===== src/hdl/cpk_pkg.sv =====
`timescale 1ns / 1ps
// shared types and constants of the 15-bit coefficient pack codec
package cpk_pkg;

  localparam int unsigned NUM_COEFFS = 2592;
  localparam int unsigned COEFF_BITS = 15;
  localparam int unsigned POLY_LEN   = NUM_COEFFS / 8 * 8;

  localparam int unsigned BUF_W   = 22;
  localparam int unsigned CNT_W   = 5;
  localparam int unsigned ITEM_W  = 13;
  localparam int unsigned COEF_W  = 16;
  localparam int unsigned BYTE_W  = 8;
  localparam int unsigned CFG_IDX_W  = 1;
  localparam int unsigned CFG_DATA_W = 15;

  localparam logic [COEFF_BITS-1:0] MODULUS_RESET = 15'd7681;

  typedef enum logic [CFG_IDX_W-1:0] {
    REG_MODULUS   = 1'b0,
    REG_DIRECTION = 1'b1
  } cfg_reg_e;

  typedef enum logic {
    DIR_PACK   = 1'b0,
    DIR_UNPACK = 1'b1
  } dir_e;

  typedef struct packed {
    logic [COEFF_BITS-1:0] modulus;
    dir_e                  direction;
    logic                  clear;
  } ctrl_t;

  typedef struct packed {
    logic [BYTE_W-1:0]     byte_out;
    logic [COEFF_BITS-1:0] coeff_out;
    logic                  run_last;
    logic                  poly_done;
  } res_t;

  typedef struct packed {
    res_t r0;
    res_t r1;
    logic two;
  } job_t;

endpackage


===== src/hdl/cpk_if.sv =====
`timescale 1ns / 1ps
// channel interfaces of the coefficient pack codec
interface cpk_in_if;
  logic                            valid;
  logic                            ready;
  logic signed [cpk_pkg::COEF_W-1:0] coefficient;
  logic [cpk_pkg::BYTE_W-1:0]      byte_in;
  modport source (output valid, coefficient, byte_in, input ready);
  modport sink (input valid, coefficient, byte_in, output ready);
endinterface

interface cpk_out_if;
  logic                              valid;
  logic                              ready;
  logic [cpk_pkg::BYTE_W-1:0]        byte_out;
  logic [cpk_pkg::COEFF_BITS-1:0]    coeff_out;
  logic                              run_last;
  logic                              poly_done;
  modport source (output valid, byte_out, coeff_out, run_last, poly_done, input ready);
  modport sink (input valid, byte_out, coeff_out, run_last, poly_done, output ready);
endinterface

interface cpk_cfg_if;
  logic                              valid;
  logic                              ready;
  logic [cpk_pkg::CFG_IDX_W-1:0]     index;
  logic [cpk_pkg::CFG_DATA_W-1:0]    data;
  modport source (output valid, index, data, input ready);
  modport sink (input valid, index, data, output ready);
endinterface


===== src/hdl/cpk_front.sv =====
`timescale 1ns / 1ps
// front end: accepts items, updates the bit buffer and forms result jobs
module cpk_front (
  input  logic                 clk_i,
  input  logic                 rst_ni,
  cpk_in_if.sink               item_in_i,
  input  cpk_pkg::ctrl_t       ctrl_i,
  input  logic                 q_full_i,
  output logic                 push_o,
  output cpk_pkg::job_t        job_o
);

  logic [cpk_pkg::BUF_W-1:0]      buf_q, buf_d;
  logic [cpk_pkg::CNT_W-1:0]      cnt_q, cnt_d;
  logic [cpk_pkg::ITEM_W-1:0]     items_q, items_d;

  logic                           accept;
  logic                           final_item;
  logic [cpk_pkg::COEF_W-1:0]     raw;
  logic [cpk_pkg::COEF_W-1:0]     pk_sum;
  logic [cpk_pkg::COEFF_BITS-1:0] pk_val;
  logic [cpk_pkg::BUF_W-1:0]      pk_merged;
  logic [cpk_pkg::CNT_W-1:0]      pk_total;
  logic                           pk_two;
  logic [3:0]                     up_shift;
  logic [cpk_pkg::BUF_W-1:0]      up_merged;
  logic [cpk_pkg::CNT_W-1:0]      up_total;
  logic                           up_hit;

  assign item_in_i.ready = !q_full_i;
  assign accept = item_in_i.valid && item_in_i.ready;
  assign final_item = items_q >= cpk_pkg::ITEM_W'(cpk_pkg::POLY_LEN - 1);

  // pack path
  assign raw       = item_in_i.coefficient;
  assign pk_sum    = raw[cpk_pkg::COEF_W-1] ? raw + {1'b0, ctrl_i.modulus} : raw;
  assign pk_val    = pk_sum[cpk_pkg::COEFF_BITS-1:0];
  assign pk_merged = buf_q | (cpk_pkg::BUF_W'(pk_val) << cnt_q[2:0]);
  assign pk_total  = {2'b00, cnt_q[2:0]} + 5'd15;
  assign pk_two    = pk_total >= 5'd16;

  // unpack path
  assign up_shift  = (cnt_q > 5'd14) ? 4'd14 : cnt_q[3:0];
  assign up_merged = buf_q | (cpk_pkg::BUF_W'(item_in_i.byte_in) << up_shift);
  assign up_total  = {1'b0, up_shift} + 5'd8;
  assign up_hit    = up_total >= 5'd15;

  always_comb begin
    buf_d   = buf_q;
    cnt_d   = cnt_q;
    items_d = items_q;
    push_o  = 1'b0;
    job_o   = '0;
    case (ctrl_i.direction)
      cpk_pkg::DIR_PACK: begin
        push_o = accept;
        job_o.two          = pk_two;
        job_o.r0.byte_out  = pk_merged[7:0];
        job_o.r0.run_last  = !pk_two;
        job_o.r0.poly_done = !pk_two && final_item;
        job_o.r1.byte_out  = pk_merged[15:8];
        job_o.r1.run_last  = 1'b1;
        job_o.r1.poly_done = final_item;
        if (accept) begin
          buf_d   = pk_two ? (pk_merged >> 16) : (pk_merged >> 8);
          cnt_d   = pk_two ? pk_total - 5'd16 : pk_total - 5'd8;
          items_d = items_q + 1'b1;
        end
      end
      cpk_pkg::DIR_UNPACK: begin
        push_o = accept && up_hit;
        job_o.r0.coeff_out = up_merged[cpk_pkg::COEFF_BITS-1:0];
        job_o.r0.run_last  = 1'b1;
        job_o.r0.poly_done = final_item;
        if (accept) begin
          if (up_hit) begin
            buf_d   = up_merged >> cpk_pkg::COEFF_BITS;
            cnt_d   = up_total - 5'd15;
            items_d = items_q + 1'b1;
          end else begin
            buf_d = up_merged;
            cnt_d = up_total;
          end
        end
      end
      default: begin
        push_o = 1'b0;
      end
    endcase
    // end of polynomial or any direction write restarts the stream
    if ((push_o && final_item) || ctrl_i.clear) begin
      buf_d   = '0;
      cnt_d   = '0;
      items_d = '0;
    end
  end

  always_ff @(posedge clk_i or negedge rst_ni) begin
    if (!rst_ni) begin
      buf_q   <= '0;
      cnt_q   <= '0;
      items_q <= '0;
    end else begin
      buf_q   <= buf_d;
      cnt_q   <= cnt_d;
      items_q <= items_d;
    end
  end

  assert property (@(posedge clk_i) disable iff (!rst_ni) cnt_q <= 5'd14)
    else $error("bit count out of range");
  assert property (@(posedge clk_i) disable iff (!rst_ni)
    (ctrl_i.direction == cpk_pkg::DIR_PACK) && !ctrl_i.clear |-> cnt_q <= 5'd7)
    else $error("pack bit count not below one byte");
  assert property (@(posedge clk_i) disable iff (!rst_ni)
    items_q < cpk_pkg::ITEM_W'(cpk_pkg::POLY_LEN))
    else $error("item count past polynomial end");

endmodule


===== src/hdl/cpk_queue.sv =====
`timescale 1ns / 1ps
// two-entry job queue between front and back end
module cpk_queue (
  input  logic           clk_i,
  input  logic           rst_ni,
  input  logic           push_i,
  input  cpk_pkg::job_t  job_i,
  output logic           full_o,
  input  logic           pop_i,
  output logic           valid_o,
  output cpk_pkg::job_t  job_o
);

  cpk_pkg::job_t entries_q [2];
  logic          wr_ptr_q, rd_ptr_q;
  logic [1:0]    count_q;

  assign full_o  = count_q == 2'd2;
  assign valid_o = count_q != 2'd0;
  assign job_o   = entries_q[rd_ptr_q];

  always_ff @(posedge clk_i) begin
    if (push_i) begin
      entries_q[wr_ptr_q] <= job_i;
    end
  end

  always_ff @(posedge clk_i or negedge rst_ni) begin
    if (!rst_ni) begin
      wr_ptr_q <= 1'b0;
      rd_ptr_q <= 1'b0;
      count_q  <= '0;
    end else begin
      if (push_i) begin
        wr_ptr_q <= !wr_ptr_q;
      end
      if (pop_i) begin
        rd_ptr_q <= !rd_ptr_q;
      end
      count_q <= count_q + {1'b0, push_i} - {1'b0, pop_i};
    end
  end

  assert property (@(posedge clk_i) disable iff (!rst_ni) push_i |-> !full_o)
    else $error("push into full queue");
  assert property (@(posedge clk_i) disable iff (!rst_ni) pop_i |-> valid_o)
    else $error("pop from empty queue");
  assert property (@(posedge clk_i) disable iff (!rst_ni) count_q <= 2'd2)
    else $error("queue count overflow");

endmodule


===== src/hdl/cpk_back.sv =====
`timescale 1ns / 1ps
// back end: splits jobs into result items behind an output register
module cpk_back (
  input  logic           clk_i,
  input  logic           rst_ni,
  input  logic           q_valid_i,
  input  cpk_pkg::job_t  q_job_i,
  output logic           q_pop_o,
  cpk_out_if.source      item_out_o
);

  cpk_pkg::res_t out_q, out_d;
  cpk_pkg::res_t pend_q, pend_d;
  logic          out_valid_q, out_valid_d;
  logic          pend_valid_q, pend_valid_d;
  logic          load;

  assign load = !out_valid_q || item_out_o.ready;

  always_comb begin
    out_d        = out_q;
    pend_d       = pend_q;
    out_valid_d  = out_valid_q;
    pend_valid_d = pend_valid_q;
    q_pop_o      = 1'b0;
    if (load) begin
      if (pend_valid_q) begin
        out_d        = pend_q;
        out_valid_d  = 1'b1;
        pend_valid_d = 1'b0;
      end else if (q_valid_i) begin
        q_pop_o      = 1'b1;
        out_d        = q_job_i.r0;
        out_valid_d  = 1'b1;
        pend_d       = q_job_i.r1;
        pend_valid_d = q_job_i.two;
      end else begin
        out_valid_d = 1'b0;
      end
    end
  end

  always_ff @(posedge clk_i) begin
    out_q  <= out_d;
    pend_q <= pend_d;
  end

  always_ff @(posedge clk_i or negedge rst_ni) begin
    if (!rst_ni) begin
      out_valid_q  <= 1'b0;
      pend_valid_q <= 1'b0;
    end else begin
      out_valid_q  <= out_valid_d;
      pend_valid_q <= pend_valid_d;
    end
  end

  assign item_out_o.valid     = out_valid_q;
  assign item_out_o.byte_out  = out_q.byte_out;
  assign item_out_o.coeff_out = out_q.coeff_out;
  assign item_out_o.run_last  = out_q.run_last;
  assign item_out_o.poly_done = out_q.poly_done;

  assert property (@(posedge clk_i) disable iff (!rst_ni) pend_valid_q |-> out_valid_q)
    else $error("second byte pending without first");
  assert property (@(posedge clk_i) disable iff (!rst_ni)
    pend_valid_q && !load |=> pend_valid_q)
    else $error("pending byte lost");
  assert property (@(posedge clk_i) disable iff (!rst_ni)
    pend_valid_q |-> !out_q.run_last)
    else $error("item end flagged before its last result");

endmodule


===== src/hdl/coeff_pack15_codec_unit.sv =====
`timescale 1ns / 1ps
// top level of the 15-bit coefficient pack/unpack codec
//
// channels: item_in_i takes a signed coefficient (pack) or a byte (unpack),
// item_out_o gives each result on its own handshake, cfg_i writes
// register 0 (modulus) or register 1 (direction); any direction write
// restarts the bit stream. cfg_i is always ready.
// pack mode: each coefficient gives one or two bytes, unpack mode: a byte
// gives at most one coefficient; run_last marks an item's last result and
// poly_done the final result of the polynomial.
// path: the first result of an item is registered in the job queue and
// then in the output register, a second byte waits in a pending register.
// throughput: one item per cycle in while the job queue has room, one result
// per cycle out while item_out_o.ready is high; pack mode is limited by the
// output for coefficients of two bytes, unpack mode at one byte per cycle.
// a two-entry job queue sits between front end and back end, so input keeps
// flowing while a result waits; when the receiver stalls the queue fills and
// item_in_i.ready drops.
// reset: modulus 7681, pack mode, empty bit buffer, nothing pending.
module coeff_pack15_codec_unit (
  input  logic        clk_i,
  input  logic        rst_ni,
  cpk_in_if.sink      item_in_i,
  cpk_out_if.source   item_out_o,
  cpk_cfg_if.sink     cfg_i
);

  logic [cpk_pkg::COEFF_BITS-1:0] modulus_q;
  cpk_pkg::dir_e                  direction_q;
  cpk_pkg::ctrl_t                 ctrl;
  cpk_pkg::job_t                  push_job, pop_job;
  logic                           push, pop, q_full, q_valid;
  logic                           cfg_wr;

  assign cfg_i.ready = 1'b1;
  assign cfg_wr      = cfg_i.valid && cfg_i.ready;

  always_ff @(posedge clk_i or negedge rst_ni) begin
    if (!rst_ni) begin
      modulus_q   <= cpk_pkg::MODULUS_RESET;
      direction_q <= cpk_pkg::DIR_PACK;
    end else if (cfg_wr) begin
      if (cfg_i.index == cpk_pkg::REG_MODULUS) begin
        modulus_q <= cfg_i.data[cpk_pkg::COEFF_BITS-1:0];
      end else if (cfg_i.index == cpk_pkg::REG_DIRECTION) begin
        direction_q <= cpk_pkg::dir_e'(cfg_i.data[0]);
      end
    end
  end

  assign ctrl.modulus   = modulus_q;
  assign ctrl.direction = direction_q;
  assign ctrl.clear     = cfg_wr && (cfg_i.index == cpk_pkg::REG_DIRECTION);

  cpk_front u_front (
    .clk_i     (clk_i),
    .rst_ni    (rst_ni),
    .item_in_i (item_in_i),
    .ctrl_i    (ctrl),
    .q_full_i  (q_full),
    .push_o    (push),
    .job_o     (push_job)
  );

  cpk_queue u_queue (
    .clk_i   (clk_i),
    .rst_ni  (rst_ni),
    .push_i  (push),
    .job_i   (push_job),
    .full_o  (q_full),
    .pop_i   (pop),
    .valid_o (q_valid),
    .job_o   (pop_job)
  );

  cpk_back u_back (
    .clk_i      (clk_i),
    .rst_ni     (rst_ni),
    .q_valid_i  (q_valid),
    .q_job_i    (pop_job),
    .q_pop_o    (pop),
    .item_out_o (item_out_o)
  );

endmodule


===== src/flat_wrapper.sv =====
// flat-port wrapper written by rule: the top's interface ports become plain ports
module coeff_pack15_codec_unit_flat 
  (clk_i, rst_ni, item_in_i_valid, item_in_i_coefficient, item_in_i_byte_in, item_in_i_ready, item_out_o_valid, item_out_o_byte_out, item_out_o_coeff_out, item_out_o_run_last, item_out_o_poly_done, item_out_o_ready, cfg_i_valid, cfg_i_index, cfg_i_data, cfg_i_ready);
  cpk_in_if item_in_i_i ();
  cpk_out_if item_out_o_i ();
  cpk_cfg_if cfg_i_i ();
  input  logic clk_i;
  input  logic rst_ni;
  input wire logic [$bits(item_in_i_i.valid)-1:0] item_in_i_valid;
  input wire logic [$bits(item_in_i_i.coefficient)-1:0] item_in_i_coefficient;
  input wire logic [$bits(item_in_i_i.byte_in)-1:0] item_in_i_byte_in;
  output wire logic [$bits(item_in_i_i.ready)-1:0] item_in_i_ready;
  output wire logic [$bits(item_out_o_i.valid)-1:0] item_out_o_valid;
  output wire logic [$bits(item_out_o_i.byte_out)-1:0] item_out_o_byte_out;
  output wire logic [$bits(item_out_o_i.coeff_out)-1:0] item_out_o_coeff_out;
  output wire logic [$bits(item_out_o_i.run_last)-1:0] item_out_o_run_last;
  output wire logic [$bits(item_out_o_i.poly_done)-1:0] item_out_o_poly_done;
  input wire logic [$bits(item_out_o_i.ready)-1:0] item_out_o_ready;
  input wire logic [$bits(cfg_i_i.valid)-1:0] cfg_i_valid;
  input wire logic [$bits(cfg_i_i.index)-1:0] cfg_i_index;
  input wire logic [$bits(cfg_i_i.data)-1:0] cfg_i_data;
  output wire logic [$bits(cfg_i_i.ready)-1:0] cfg_i_ready;
  assign item_in_i_i.valid = item_in_i_valid;
  assign item_in_i_i.coefficient = item_in_i_coefficient;
  assign item_in_i_i.byte_in = item_in_i_byte_in;
  assign item_in_i_ready = item_in_i_i.ready;
  assign item_out_o_valid = item_out_o_i.valid;
  assign item_out_o_byte_out = item_out_o_i.byte_out;
  assign item_out_o_coeff_out = item_out_o_i.coeff_out;
  assign item_out_o_run_last = item_out_o_i.run_last;
  assign item_out_o_poly_done = item_out_o_i.poly_done;
  assign item_out_o_i.ready = item_out_o_ready;
  assign cfg_i_i.valid = cfg_i_valid;
  assign cfg_i_i.index = cfg_i_index;
  assign cfg_i_i.data = cfg_i_data;
  assign cfg_i_ready = cfg_i_i.ready;
  coeff_pack15_codec_unit u_core (.clk_i(clk_i), .rst_ni(rst_ni), .item_in_i(item_in_i_i), .item_out_o(item_out_o_i), .cfg_i(cfg_i_i));
endmodule

===== config.mk =====
export PLATFORM = sky130hd
export DESIGN_NAME = coeff_pack15_codec_unit_flat
export DESIGN_NICKNAME = d
export VERILOG_FILES = /design/src/hdl/cpk_pkg.sv /design/src/hdl/cpk_if.sv /design/src/hdl/cpk_front.sv /design/src/hdl/cpk_queue.sv /design/src/hdl/cpk_back.sv /design/src/hdl/coeff_pack15_codec_unit.sv /design/src/flat_wrapper.sv
export SDC_FILE = /design/constraint.sdc
export NUM_CORES = 1
export LEC_CHECK = 0
export ABC_AREA = 1
export BUFFER_PORTS_ARGS = -buffer_cell sky130_fd_sc_hd__buf_2
export CORE_MARGIN = 4
export CORE_UTILIZATION = 37
export DETAILED_ROUTE_END_ITERATION = 12
export HOLD_SLACK_MARGIN = 0.06
export PLACE_DENSITY_LB_ADDON = 0.08
export SYNTH_ARGS = -nofsm -noshare
export SYNTH_HDL_FRONTEND = slang
export SYNTH_SLANG_ARGS = --single-unit

===== constraint.sdc =====
create_clock -name clk_i -period 4.7 [get_ports clk_i]
set_clock_uncertainty 0.05 [all_clocks]
set_input_delay 0.47 -clock clk_i [delete_from_list [all_inputs] [get_ports clk_i]]
set_output_delay 0.47 -clock clk_i [all_outputs]
set_load 0.01 [all_outputs]

==> results.yml <==
global_routing:
  grt_remaining_overflow: 0
  grt_pass1_vias: 7341
  grt.total_usage_pct: 18.1
  grt_pass1_wl_microns: 40000
  antenna_found_initial: 0
  grt_start_max_net_pins: 39
route:
  ant_nets: 0
  met3WireLength_microns: 1010
  wl_per_cell_microns: 16.3
  met2_length_microns: 11800
  drt-pass1-iter-count: 6
  vias: 7459
  postRouteWirelength_microns: 24400
  routed.top_layer: "met4"
  drc: 0
  drtIter0Drc: 584
  viasPerCell: 4.99
  drt-met1-wl_microns: 11100
synth:
  synthCells: 1091
  synth_warnings: 0
  syn_area_per_cell_sq_um: 8.49
  synth_area_sq_um: 9260
  synth_nets: 1160
  ys.flop_type: "edfxtp_1"
  synth_cell_types: 49
  yosys.area.top_type: "edfxtp_1"
  netlist.area_leader.share_pct: 34.7
  ys_seq_area_share_pct: 51.5
  synth_seq_cells: 169
  yosys-top-cells-area: "edfxtp_1, dfrtp_1, nand2_1"
  synth_edf_count: 107
  async_flop_share_pct: 36.7
  synth_common_cells: "nand2_1, nand3_1, inv_1"
  post-synth-top-count-cell: "nand2_1"
cells_and_area:
  antenna_cells: 0
  instances_no_fill: 1495
  ff_latch_area_sq_um: 4770
  area_growth_pct: 14.6
  final.fill_count: 2411
  multi_input_area_sq_um: 3860
  drive_above_1_share_pct: 15.5
  layout.nets: 1227
power:
  power.density_nw_per_um2: 652
  vdd_drop_max_mv: 0.224
  p_leak_nw: 4.79
timing:
  hold_viol_final: 0
  tns_ps: 0
  fin_ws_ps: 788
  maxSlewHeadroom_pct: 33.7
  finalSetupViolations: 0
  rsz0062_at_grt: "false"
  period_share_pct: 83.2
  tightest_slew_ps: 991
  period_minus_slack_ps: 3910
  final_max_slew_viol_count: 0
  fmax_mhz: 256
setup_path:
  start_kind: "flop"
  regToRegEndpoint: "u_core.u_front.buf_q[5]"
  crit_slowest_cell: "dfrtp_1"
  timing.rr.start: "u_core.u_front.cnt_q[1]"
  crit_family: "simple AND/OR/NAND/NOR gates"
  path_cells: "nor2_1 -> inv_1 -> ha_1 -> inv_1 -> nor2_1 -> ha_1 -> nor2_8 -> inv_4 -> nor2_8 -> inv_4 -> nand2_8 -> inv_2 -> nand2_2 -> nand2_4 -> nor2_8 -> inv_2 -> a21oi_1 -> nand2_1 -> inv_1 -> nand3_1 -> nand2_1"
  critical_path_class: "reg2reg"
  critPathMaxStageDelay_ps: 640
  r2r_cells: 21
  setup.worst_path.end_class: "flop"
  r2r_slack_ps: 790
  cp.arrival_ps: 4230
  cp_num_buf_inv: 7
  cp.required_ps: 5020
  cp_max_fo: 21
clocking:
  cts-buffers-inserted: 17
  tritoncts: "yes"
  h-tree-depth: 4
  cts_buffer_depth: 2
  cts_resized: 0
  cts_root_buf: "clkbuf_16"
  clkTransAtPathRegs_ps: 70
  cts_num_sinks: 169
  clock_latency_ps: 430
placement:
  hpwlAfterDp_microns: 18300
  port-buffer-count: 71
  place_congestion: 0.932
  pre_cts_slack_ps: 827
  place_inst: 1462
flow_run:
  drv_cap: 0
floorplan:
  row_count: 57
  start_util_pct: 37.9
  io_pins: 73
  die_area_sq_um: 27600
  dieWidth_microns: 166
  core_sq_um: 24500
  die_y_microns: 166
worst_hold_path:
  min-delay-start: "cfg_i_data[5]"
  min_to: "u_core.modulus_q[5]"
  min_path_cells: 2
  hp-class: "in2reg"
outcome:
  outcome: "finished clean"
[cell type report]
class                   instances  area share [%]
flip-flops and latches        169            44.9
multi-input cells             755            36.3
repair buffers                 88            4.57
inverters                     127            4.56
clock buffers                  18            4.04
well taps                     324            3.82
clock inverters                14            1.71
[repair_timing]
action / in CTS / in global routing
buffers inserted: 0 / 0
hold buffers: 1 / 0
endpoints found under the hold margin: 24 / 0
[cell families (layout without fill, tap and decap cells)]
kind of cell             count (synthesis)  after routing  share of synthesized area, %
flip-flops                             169            169                          51.5
buffers and inverters                  167            247                          7.11
other                                    1              1                        0.0405
adder cells (fa/ha/maj)                 24             24                          3.32
XOR/XNOR                                 8              8                         0.756
AND/OR/NAND/NOR                        559            559                          26.9
AO/OA/AOI/OAI                          148            148                          8.52
multiplexers                            15             15                          1.81
[metrics by stage]
stage	hold WS, ps	total power (W)	utilization [%]	cell area, sq um
floorplan	124	0.00448	-	9260
detailed placement	416	0.00551	40.9	9990
finish	212	0.00692	43.4	10600
global route	204	0.00745	43.4	10600
CTS	196	0.00698	43.4	10600
global placement	414	0.00550	40.9	9990
[worst reg2reg max path, delay by kind of cell, from the launching register on]
kind | cells | cell delay (ps)
fa+ha+maj | 2 | 540
flops | 1 | 640
compound gates | 1 | 140
simple gates | 11 | 1720
buf+inv | 7 | 780
[cells in the final DEF, fill, tap and decap left out, drive strengths merged, types with 18 or more instances in the layout]
cell    instances
a21oi          68
edfxtp        107
inv           132
buf            87
nor2          106
o21ai          59
ha             23
dfrtp          57
clkbuf         18
nand2         270
nand3         146
[state kept, by name, summed over array words and instances, names as in the netlist, 2 cells and up]
| register | count |
|---|---|
| u_core.u_back.item_out_o.coeff_out | 15 |
| u_core.u_back.item_out_o.byte_out | 8 |
| u_core.u_front.buf_q | 22 |
| u_core.modulus_q | 15 |
| u_core.u_front.cnt_q | 5 |
| u_core.u_front.items_q | 13 |
| u_core.u_queue.entries_q | 72 |
| u_core.u_back.pend_q | 10 |
| u_core.u_queue.count_q | 2 |
[per-layer routing]
metal	track usage, %	up-vias
met5	0	-
met4	5.23	0
met3	3.26	30
met2	30.5	160
met1	24.1	3482
li1	-	3787
[where the power goes]
group	total, W	internal [W]	leakage, nW	switching, W
Clock	0.00146	0.000808	0.288	0.000648
Combinational	0.00303	0.000912	2.69	0.00212
Sequential	0.00243	0.00225	1.81	0.000181
Total	0.00692	0.00397	4.79	0.00295
[worst max-delay path by stage]
stage	startpoint	end	slack, ps	cells past startpoint
floorplan	u_core.u_front.cnt_q[0]	u_core.u_queue.entries_q[1][0]	160	18
global placement	u_core.u_front.cnt_q[1]	u_core.u_front.buf_q[5]	920	21
detailed placement	u_core.u_front.cnt_q[1]	u_core.u_front.buf_q[5]	830	21
CTS	u_core.u_front.cnt_q[1]	u_core.u_front.buf_q[5]	800	21
global route	u_core.u_front.cnt_q[1]	u_core.u_front.buf_q[5]	370	21
finish	u_core.u_front.cnt_q[1]	u_core.u_front.buf_q[5]	790	21
(Power assumes the default switching activity.)
